===== src/rtl/core/wsh_pkg.sv =====
// Shared types, constants and hash step functions for the word stream hash core.
`timescale 1ns / 1ps

package wsh_pkg;

    localparam int unsigned HASH_W = 32;
    localparam int unsigned HALF_W = 16;
    localparam int unsigned LEN_W  = 24;

    typedef logic [HASH_W-1:0] hash_t;
    typedef logic [HALF_W-1:0] half_t;
    typedef logic [LEN_W-1:0]  len_t;

    // One finished (not yet avalanched) hash handed from front to queue
    typedef struct packed {
        logic  valid;
        hash_t hash;
    } push_t;

    // Mix one word into the running hash
    function automatic hash_t mix_word(hash_t h_in, half_t lo, half_t hi, logic skip_low);
        hash_t h1;
        hash_t t;
        hash_t h2;
        h1 = skip_low ? h_in : (h_in + {16'd0, lo});
        t  = {5'd0, hi, 11'd0} ^ h1;
        h2 = {h1[15:0], 16'd0} ^ t;
        return h2 + {11'd0, h2[31:11]};
    endfunction

    // First half of the avalanche: shift-xor 3, add >>5, shift-xor 4
    function automatic hash_t aval_first(hash_t h_in);
        hash_t h;
        h = h_in;
        h = h ^ {h[28:0], 3'd0};
        h = h + {5'd0, h[31:5]};
        h = h ^ {h[27:0], 4'd0};
        return h;
    endfunction

    // Second half of the avalanche: add >>17, shift-xor 25, add >>6
    function automatic hash_t aval_second(hash_t h_in);
        hash_t h;
        h = h_in;
        h = h + {17'd0, h[31:17]};
        h = h ^ {h[6:0], 25'd0};
        h = h + {6'd0, h[31:6]};
        return h;
    endfunction

endpackage


===== src/rtl/core/word_stream_hash_core.sv =====
// Top level of the word stream hash core: front mixer, queue and avalanche back end.
// Throughput: one input beat per cycle while s_axis_tready is high; the front mixes a word
//   in the cycle it is accepted. A hash goes from the queue write through the first avalanche
//   half and the second avalanche half into the output register that drives m_axis_tvalid.
// s_axis_tready drops only when the queue holds FIFO_DEPTH hashes behind a stalled output.
// Reset (rst_n low, asynchronous) clears the running hash, palette mode, queue and valids.
`timescale 1ns / 1ps

module word_stream_hash_core
#(
    parameter int unsigned FIFO_DEPTH = 4
)
(
    input  logic        clk,
    input  logic        rst_n,
    input  logic        cfg_wen,
    input  logic        cfg_wdata,        // palette_mode
    input  logic        s_axis_tvalid,
    output logic        s_axis_tready,
    input  logic [55:0] s_axis_tdata,     // [31:0] data_word, [55:32] byte_length
    input  logic        s_axis_tuser,     // first_word
    input  logic        s_axis_tlast,     // last_word
    output logic        m_axis_tvalid,
    input  logic        m_axis_tready,
    output logic [31:0] m_axis_tdata      // [31:0] hash_value
);

    wsh_pkg::push_t push;
    wsh_pkg::hash_t q_head;
    logic           q_full;
    logic           q_empty;
    logic           q_pop;
    logic           accept;

    assign s_axis_tready = ~q_full;
    assign accept        = s_axis_tvalid & ~q_full;

    wsh_front u_front
    (
        .clk         (clk),
        .rst_n       (rst_n),
        .cfg_wen     (cfg_wen),
        .cfg_wdata   (cfg_wdata),
        .accept      (accept),
        .data_word   (s_axis_tdata[31:0]),
        .byte_length (s_axis_tdata[55:32]),
        .first_word  (s_axis_tuser),
        .last_word   (s_axis_tlast),
        .push        (push)
    );

    wsh_queue
    #(
        .DEPTH (FIFO_DEPTH)
    )
    u_queue
    (
        .clk   (clk),
        .rst_n (rst_n),
        .push  (push),
        .pop   (q_pop),
        .full  (q_full),
        .empty (q_empty),
        .head  (q_head)
    );

    wsh_back u_back
    (
        .clk       (clk),
        .rst_n     (rst_n),
        .q_empty   (q_empty),
        .q_head    (q_head),
        .q_pop     (q_pop),
        .out_valid (m_axis_tvalid),
        .out_ready (m_axis_tready),
        .out_hash  (m_axis_tdata)
    );

endmodule


===== src/rtl/core/wsh_front.sv =====
// Front end: accepts input beats, seeds and mixes the running hash, pushes finished messages.
`timescale 1ns / 1ps

module wsh_front
(
    input  logic              clk,
    input  logic              rst_n,
    input  logic              cfg_wen,
    input  logic              cfg_wdata,
    input  logic              accept,
    input  wsh_pkg::hash_t    data_word,
    input  wsh_pkg::len_t     byte_length,
    input  logic              first_word,
    input  logic              last_word,
    output wsh_pkg::push_t    push
);

    logic           palette_mode_reg;
    wsh_pkg::hash_t running_hash_reg;
    wsh_pkg::hash_t running_hash_next;
    wsh_pkg::hash_t seed;

    // Pick the seed: byte length on a first word, else the running value
    assign seed = first_word ? {8'd0, byte_length} : running_hash_reg;

    assign running_hash_next = wsh_pkg::mix_word(seed, data_word[15:0], data_word[31:16],
                                                 first_word & palette_mode_reg);

    // Hand a finished message to the queue on its last beat
    assign push.valid = accept & last_word;
    assign push.hash  = running_hash_next;

    // Hold the config bit and the running hash
    always_ff @(posedge clk or negedge rst_n)
    begin
        if (!rst_n)
        begin
            palette_mode_reg <= 1'b0;
            running_hash_reg <= '0;
        end
        else
        begin
            if (cfg_wen)
            begin
                palette_mode_reg <= cfg_wdata;
            end
            if (accept)
            begin
                running_hash_reg <= running_hash_next;
            end
        end
    end

endmodule


===== src/rtl/core/wsh_queue.sv =====
// Short queue of mixed hashes between the front and the avalanche back end.
`timescale 1ns / 1ps

module wsh_queue
#(
    parameter int unsigned DEPTH = 4
)
(
    input  logic              clk,
    input  logic              rst_n,
    input  wsh_pkg::push_t    push,
    input  logic              pop,
    output logic              full,
    output logic              empty,
    output wsh_pkg::hash_t    head
);

    localparam int unsigned PTR_W = (DEPTH > 1) ? $clog2(DEPTH) : 1;
    localparam int unsigned CNT_W = $clog2(DEPTH + 1);
    localparam logic [PTR_W-1:0] PTR_LAST = PTR_W'(DEPTH - 1);
    localparam logic [CNT_W-1:0] CNT_FULL = CNT_W'(DEPTH);

    wsh_pkg::hash_t   mem [DEPTH];
    logic [PTR_W-1:0] wr_ptr_reg;
    logic [PTR_W-1:0] wr_ptr_next;
    logic [PTR_W-1:0] rd_ptr_reg;
    logic [PTR_W-1:0] rd_ptr_next;
    logic [CNT_W-1:0] count_reg;
    logic [CNT_W-1:0] count_next;
    logic             do_push;
    logic             do_pop;

    assign full    = (count_reg == CNT_FULL);
    assign empty   = (count_reg == '0);
    assign head    = mem[rd_ptr_reg];
    assign do_push = push.valid & ~full;
    assign do_pop  = pop & ~empty;

    // Advance pointers with wrap at the last entry
    always_comb
    begin
        wr_ptr_next = wr_ptr_reg;
        rd_ptr_next = rd_ptr_reg;
        count_next  = count_reg;
        if (do_push)
        begin
            wr_ptr_next = (wr_ptr_reg == PTR_LAST) ? '0 : wr_ptr_reg + 1'b1;
        end
        if (do_pop)
        begin
            rd_ptr_next = (rd_ptr_reg == PTR_LAST) ? '0 : rd_ptr_reg + 1'b1;
        end
        if (do_push && !do_pop)
        begin
            count_next = count_reg + 1'b1;
        end
        else if (do_pop && !do_push)
        begin
            count_next = count_reg - 1'b1;
        end
    end

    always_ff @(posedge clk or negedge rst_n)
    begin
        if (!rst_n)
        begin
            wr_ptr_reg <= '0;
            rd_ptr_reg <= '0;
            count_reg  <= '0;
        end
        else
        begin
            wr_ptr_reg <= wr_ptr_next;
            rd_ptr_reg <= rd_ptr_next;
            count_reg  <= count_next;
        end
    end

    // Write storage
    always_ff @(posedge clk)
    begin
        if (do_push)
        begin
            mem[wr_ptr_reg] <= push.hash;
        end
    end

endmodule


===== src/rtl/core/wsh_back.sv =====
// Back end: two-stage avalanche pipeline whose last stage is the output register.
`timescale 1ns / 1ps

module wsh_back
(
    input  logic              clk,
    input  logic              rst_n,
    input  logic              q_empty,
    input  wsh_pkg::hash_t    q_head,
    output logic              q_pop,
    output logic              out_valid,
    input  logic              out_ready,
    output wsh_pkg::hash_t    out_hash
);

    logic           s1_valid_reg;
    logic           s2_valid_reg;
    wsh_pkg::hash_t s1_hash_reg;
    wsh_pkg::hash_t s2_hash_reg;
    logic           s1_ready;
    logic           s2_ready;

    // Each stage takes new data when empty or when it drains this cycle
    assign s2_ready  = ~s2_valid_reg | out_ready;
    assign s1_ready  = ~s1_valid_reg | s2_ready;
    assign q_pop     = s1_ready & ~q_empty;
    assign out_valid = s2_valid_reg;
    assign out_hash  = s2_hash_reg;

    always_ff @(posedge clk or negedge rst_n)
    begin
        if (!rst_n)
        begin
            s1_valid_reg <= 1'b0;
            s2_valid_reg <= 1'b0;
        end
        else
        begin
            if (s1_ready)
            begin
                s1_valid_reg <= ~q_empty;
            end
            if (s2_ready)
            begin
                s2_valid_reg <= s1_valid_reg;
            end
        end
    end

    // Advance payload through the two avalanche halves
    always_ff @(posedge clk)
    begin
        if (s1_ready)
        begin
            s1_hash_reg <= wsh_pkg::aval_first(q_head);
        end
        if (s2_ready)
        begin
            s2_hash_reg <= wsh_pkg::aval_second(s1_hash_reg);
        end
    end

endmodule


===== config.mk =====
export PLATFORM = sky130hd
export DESIGN_NAME = word_stream_hash_core
export DESIGN_NICKNAME = d
export VERILOG_FILES = /design/src/rtl/core/wsh_pkg.sv /design/src/rtl/core/word_stream_hash_core.sv /design/src/rtl/core/wsh_front.sv /design/src/rtl/core/wsh_queue.sv /design/src/rtl/core/wsh_back.sv
export SDC_FILE = /design/constraint.sdc
export NUM_CORES = 1
export LEC_CHECK = 0
export ABC_AREA = 1
export BUFFER_PORTS_ARGS = -buffer_cell sky130_fd_sc_hd__buf_2
export CAP_MARGIN = 10
export CORE_UTILIZATION = 30
export DETAILED_ROUTE_END_ITERATION = 16
export GPL_TIMING_DRIVEN = 0
export PLACE_DENSITY_LB_ADDON = 0.2
export SLEW_MARGIN = 20
export SYNTH_ARGS = -nofsm -noshare
export SYNTH_HDL_FRONTEND = slang
export SYNTH_SLANG_ARGS = --single-unit
export TNS_END_PERCENT = 50

===== constraint.sdc =====
create_clock -name clk -period 4 [get_ports clk]
set_clock_uncertainty 0.05 [all_clocks]
set_input_delay 0.8 -clock clk [delete_from_list [all_inputs] [get_ports clk]]
set_output_delay 0.8 -clock clk [all_outputs]
set_load 0.02 [all_outputs]

==> results by stage <==
Worst hold path:
- The min-delay analysis places its worst path in the category in -> async.

Die:
- The die is roughly 240 um wide.
- The die area is ~58000 sq um.
- The number of rows in the core area is 87.
- The number of placed I/O pins is 98.
- The core region is 56500 sq um.
- The die height is 241 um.
- The starting density of the core is 0.304.

Timing:
- The worst path in the final design needs a cycle of 4.43 ns, including I/O delays and setup.
- Setup repair after global routing could not meet its margin everywhere.
- The final count of negative-setup-slack endpoints is 112.
- The total negative slack for setup checks is -30.53 ns.
- The remaining max-slew budget at the tightest pin is 0.450.
- The maximum clock frequency is 0.226 GHz.
- The number of pins exceeding their max-slew limit in the final report is 0.
- Of the available clock period, the critical path in the final layout requires 1.11.
- Setup slack on the critical path of the routed design comes to -0.434 ns.
- The transition at the pin with the smallest max-transition slack is 0.818 ns.
- The hold violation count in the final report is 0.

Synth:
- The most common cell in the netlist is sky130_fd_sc_hd__nand2_1.
- The share of the synthesized area in the top cell type is 0.335.
- sky130_fd_sc_hd__edfxtp_1 takes more of the synthesized area than any other cell.
- The count of warnings emitted by yosys is 0.
- The count of unique library cells instantiated by Yosys is 55.
- The number of storage elements in the synthesis netlist is 234.
- The share of the Yosys chip area taken by registers is 0.396.
- The average instance in the mapped netlist occupies 8.08 sq um.
- Counting flops with a built-in enable in the synthesized netlist gives 192.
- By area the synthesized netlist is led by sky130_fd_sc_hd__edfxtp_1 34%, sky130_fd_sc_hd__nand2_1 12%, sky130_fd_sc_hd__ha_1 8.1%.
- The post-synthesis async set-or-reset flop share is 0.179.
- The number of instances in the synthesized netlist is 2130.
- The area of the mapped netlist is between 15000 and 20000 sq um.
- The synthesized netlist net count is 2311.
- The most used flip-flop cell after synthesis is sky130_fd_sc_hd__edfxtp_1.
- After synthesis, the most frequently instantiated cells are 529 x sky130_fd_sc_hd__nand2_1, 217 x sky130_fd_sc_hd__inv_1, 192 x sky130_fd_sc_hd__edfxtp_1, 183 x sky130_fd_sc_hd__nor2_1, 152 x sky130_fd_sc_hd__o21ai_0.

Worst setup path:
- The critical path capture point type is a flip-flop.
- The worst setup path is launched from a primary input.
- The slack of the worst reg-to-reg path is -0.28 ns.
- At the worst endpoint, the required time is 4.28 ns.
- The worst setup path category is in -> reg.
- The reg-to-reg critical path endpoint is u_queue.mem[3][31].
- The depth of the worst register-to-register path is 24.
- At the worst endpoint, the arrival time is ~4.7 ns.
- The worst-path maximum fanout is 5.
- The worst register-to-register path begins at u_front.running_hash_reg[0].

Finish:
- The register with the most flip-flops in the final layout is u_queue.mem.
- The number of fillers in the final layout is 5464.
- Once layout is complete, the cells apart from fillers number 3213.
- Of the cells placed in the final design, the portion with a size suffix greater than 1 is 0.369.
- Compared with the post-synthesis result, the final layout area differs by 43.6%.
- The number of diodes is 0.
- The total number of nets in the final design is 2616.
- The register with the most flip-flops in the layout has 128 of them.

CTS:
- Clock tree synthesis inserted a total of 28 buffers.
- The CTS tree is built.
- The clock latency on the worst-skew pair is 0.57 ns.
- The level count of the clock H-tree is 1.
- The CTS root buffer is sky130_fd_sc_hd__clkbuf_16.
- The longest clock path from root to sink contains 3 buffers.
- For this design, the sink count on the clock tree is 234.
- Clock-pin slew was measured on the worst setup and hold paths at 0.07 ns.

Placed design:
- Timing analysis after detailed placement gives a worst setup slack of -2.06 ns.
- The cell count after placement is 2988.
- The total of buffers placed on input and output ports is 97.
- The placer's final routability congestion estimate is 0.941.
- After legalization and detailed placement, the total HPWL measured 43400 um.

Drt:
- After detailed routing, the number of vias per cell comes to 4.90.
- The average wire length per cell after detail routing is 18.1 um.
- After the first detailed-routing iteration, the DRC count stood at around 800.
- The final wirelength is 58200 um.
- The remaining design rule violation count is 0.
- Detailed routing inserted a total of 15745 vias.
- Before antenna repair, the detailed router went through 5 iterations.
- The final antenna-violating net count is 0.

Run status:
- The flow ran to the end, but the final reports show violations.
- The checks that failed: setup timing.

Global route:
- The first global-routing pass estimated roughly 87000 um of wire.
- Entering global routing, the biggest net connects 43 pins.
- The global route total overflow is 0.
- The initial antenna violation count is 0.
- The total track usage is 0.193.
- The number of global-route vias before repair is 15632.

Run:
- The tool flagged a number of max-cap violations equal to 0.
[worst max path at each step]
| stage | startpoint | slack, ns | endpoint |
|---|---|---|---|
| after floorplan | s_axis_tuser | -0.62 | u_queue.mem[0][31] |
| after global placement | s_axis_tuser | -2.06 | u_front.running_hash_reg[22] |
| after detailed placement | s_axis_tuser | -2.06 | u_front.running_hash_reg[23] |
| after CTS | s_axis_tuser | -0.41 | u_queue.mem[3][31] |
| after global routing | s_axis_tuser | -0.60 | u_queue.mem[2][31] |
| final | s_axis_tuser | -0.43 | u_queue.mem[3][31] |
[layout by cell type (no fill, tap or decap), types with 12 or more instances in the layout]
cell type and instances:
sky130_fd_sc_hd__edfxtp_1 192, sky130_fd_sc_hd__nand3_2 44, sky130_fd_sc_hd__clkbuf_16 32, sky130_fd_sc_hd__inv_2 28
sky130_fd_sc_hd__o21ai_0 98, sky130_fd_sc_hd__dfrtp_1 41, sky130_fd_sc_hd__o21ai_2 30, sky130_fd_sc_hd__nand4_1 24
sky130_fd_sc_hd__a21oi_4 14, sky130_fd_sc_hd__xnor2_1 41, sky130_fd_sc_hd__xnor2_2 18, sky130_fd_sc_hd__buf_6 19
sky130_fd_sc_hd__buf_2 97, sky130_fd_sc_hd__a21oi_1 76, sky130_fd_sc_hd__inv_1 192, sky130_fd_sc_hd__ha_1 47
sky130_fd_sc_hd__nor2_2 21, sky130_fd_sc_hd__nand3_1 83, sky130_fd_sc_hd__a21oi_2 31, sky130_fd_sc_hd__o21ai_4 19
sky130_fd_sc_hd__clkbuf_1 13, sky130_fd_sc_hd__nor2_4 24, sky130_fd_sc_hd__o22ai_2 13, sky130_fd_sc_hd__nand2_1 399
sky130_fd_sc_hd__buf_4 156, sky130_fd_sc_hd__xor2_2 24, sky130_fd_sc_hd__o21ai_1 18, sky130_fd_sc_hd__o22ai_1 12
sky130_fd_sc_hd__xor2_4 14, sky130_fd_sc_hd__nand2_2 98, sky130_fd_sc_hd__ha_4 55, sky130_fd_sc_hd__nand2_4 50
sky130_fd_sc_hd__nor2_1 152, sky130_fd_sc_hd__xor2_1 97, sky130_fd_sc_hd__buf_12 17
[metal layers]
| metal | vias up | GRT usage | wire [um] |
|---|---|---|---|
| li1 | 7751 | - | - |
| met1 | 7542 | 0.230 | 24100 |
| met2 | 340 | 0.358 | 29900 |
| met3 | 112 | 0.0163 | 1830 |
| met4 | 0 | 0.0723 | 2320 |
| met5 | - | 0 | 0 |
[critical path, cell delays in order]
cell	delay [ns]
sky130_fd_sc_hd__buf_12	0.11
sky130_fd_sc_hd__buf_12	0.13
sky130_fd_sc_hd__buf_12	0.13
sky130_fd_sc_hd__clkbuf_16	0.16
sky130_fd_sc_hd__o21ai_4	0.18
sky130_fd_sc_hd__ha_4	0.24
sky130_fd_sc_hd__nand2_1	0.06
sky130_fd_sc_hd__nand2_1	0.06
sky130_fd_sc_hd__inv_1	0.10
sky130_fd_sc_hd__nand2_4	0.09
sky130_fd_sc_hd__xnor2_4	0.16
sky130_fd_sc_hd__a21oi_4	0.28
sky130_fd_sc_hd__xor2_4	0.22
sky130_fd_sc_hd__xor2_4	0.12
sky130_fd_sc_hd__ha_4	0.31
sky130_fd_sc_hd__nand2_4	0.06
sky130_fd_sc_hd__nor2_4	0.12
sky130_fd_sc_hd__nand4_1	0.13
sky130_fd_sc_hd__buf_6	0.16
sky130_fd_sc_hd__o311ai_4	0.33
sky130_fd_sc_hd__nand2_2	0.12
sky130_fd_sc_hd__nor2_4	0.16
sky130_fd_sc_hd__nand2_2	0.08
sky130_fd_sc_hd__nor2_1	0.10
sky130_fd_sc_hd__nand2_1	0.07
sky130_fd_sc_hd__and2_4	0.18
[final cells by class]
class	count	area (sq um)	area share
Multi-Input combinational cell	1633	12700	0.516
Clock inverter	15	116	0.00471
Timing Repair Buffer	277	2080	0.0843
Sequential cell	234	6820	0.276
Buffer	37	389	0.0158
Tap cell	756	946	0.0383
Clock buffer	37	744	0.0301
Inverter	224	851	0.0345
[logic make-up after synthesis]
logic type	count (synthesis)	share of synthesized area
AO/OA/AOI/OAI	361	0.116
XOR/XNOR	201	0.104
adder cells (fa/ha/maj)	117	0.0877
buffers and inverters	263	0.0597
flip-flops	234	0.396
multiplexers	2	0.00131
AND/OR/NAND/NOR	952	0.235
[through the flow]
step / util / hold slack (ns) / instance area (sq um)
finish: 0.437 / 0.176 / 24700
global route: 0.437 / 0.229 / 24700
CTS: 0.400 / 0.414 / 22600
detailed placement: 0.337 / 0.416 / 19000
global placement: 0.334 / 0.397 / 18900
floorplan: - / 0.385 / 17400
[what timing repair did]
action / 4_1_cts / 5_1_grt
hold buffers: 0 / 0
gates resized for setup: 425 / 309
buffers inserted: 94 / 84
cloned: 1 / 0
pin swaps: 123 / 119
setup endpoints to repair: 207 / 177
hold endpoints to repair: 0 / 0
Power is not shown: default switching activity piles up to over one toggle a cycle in this logic, so the estimate is an artifact.
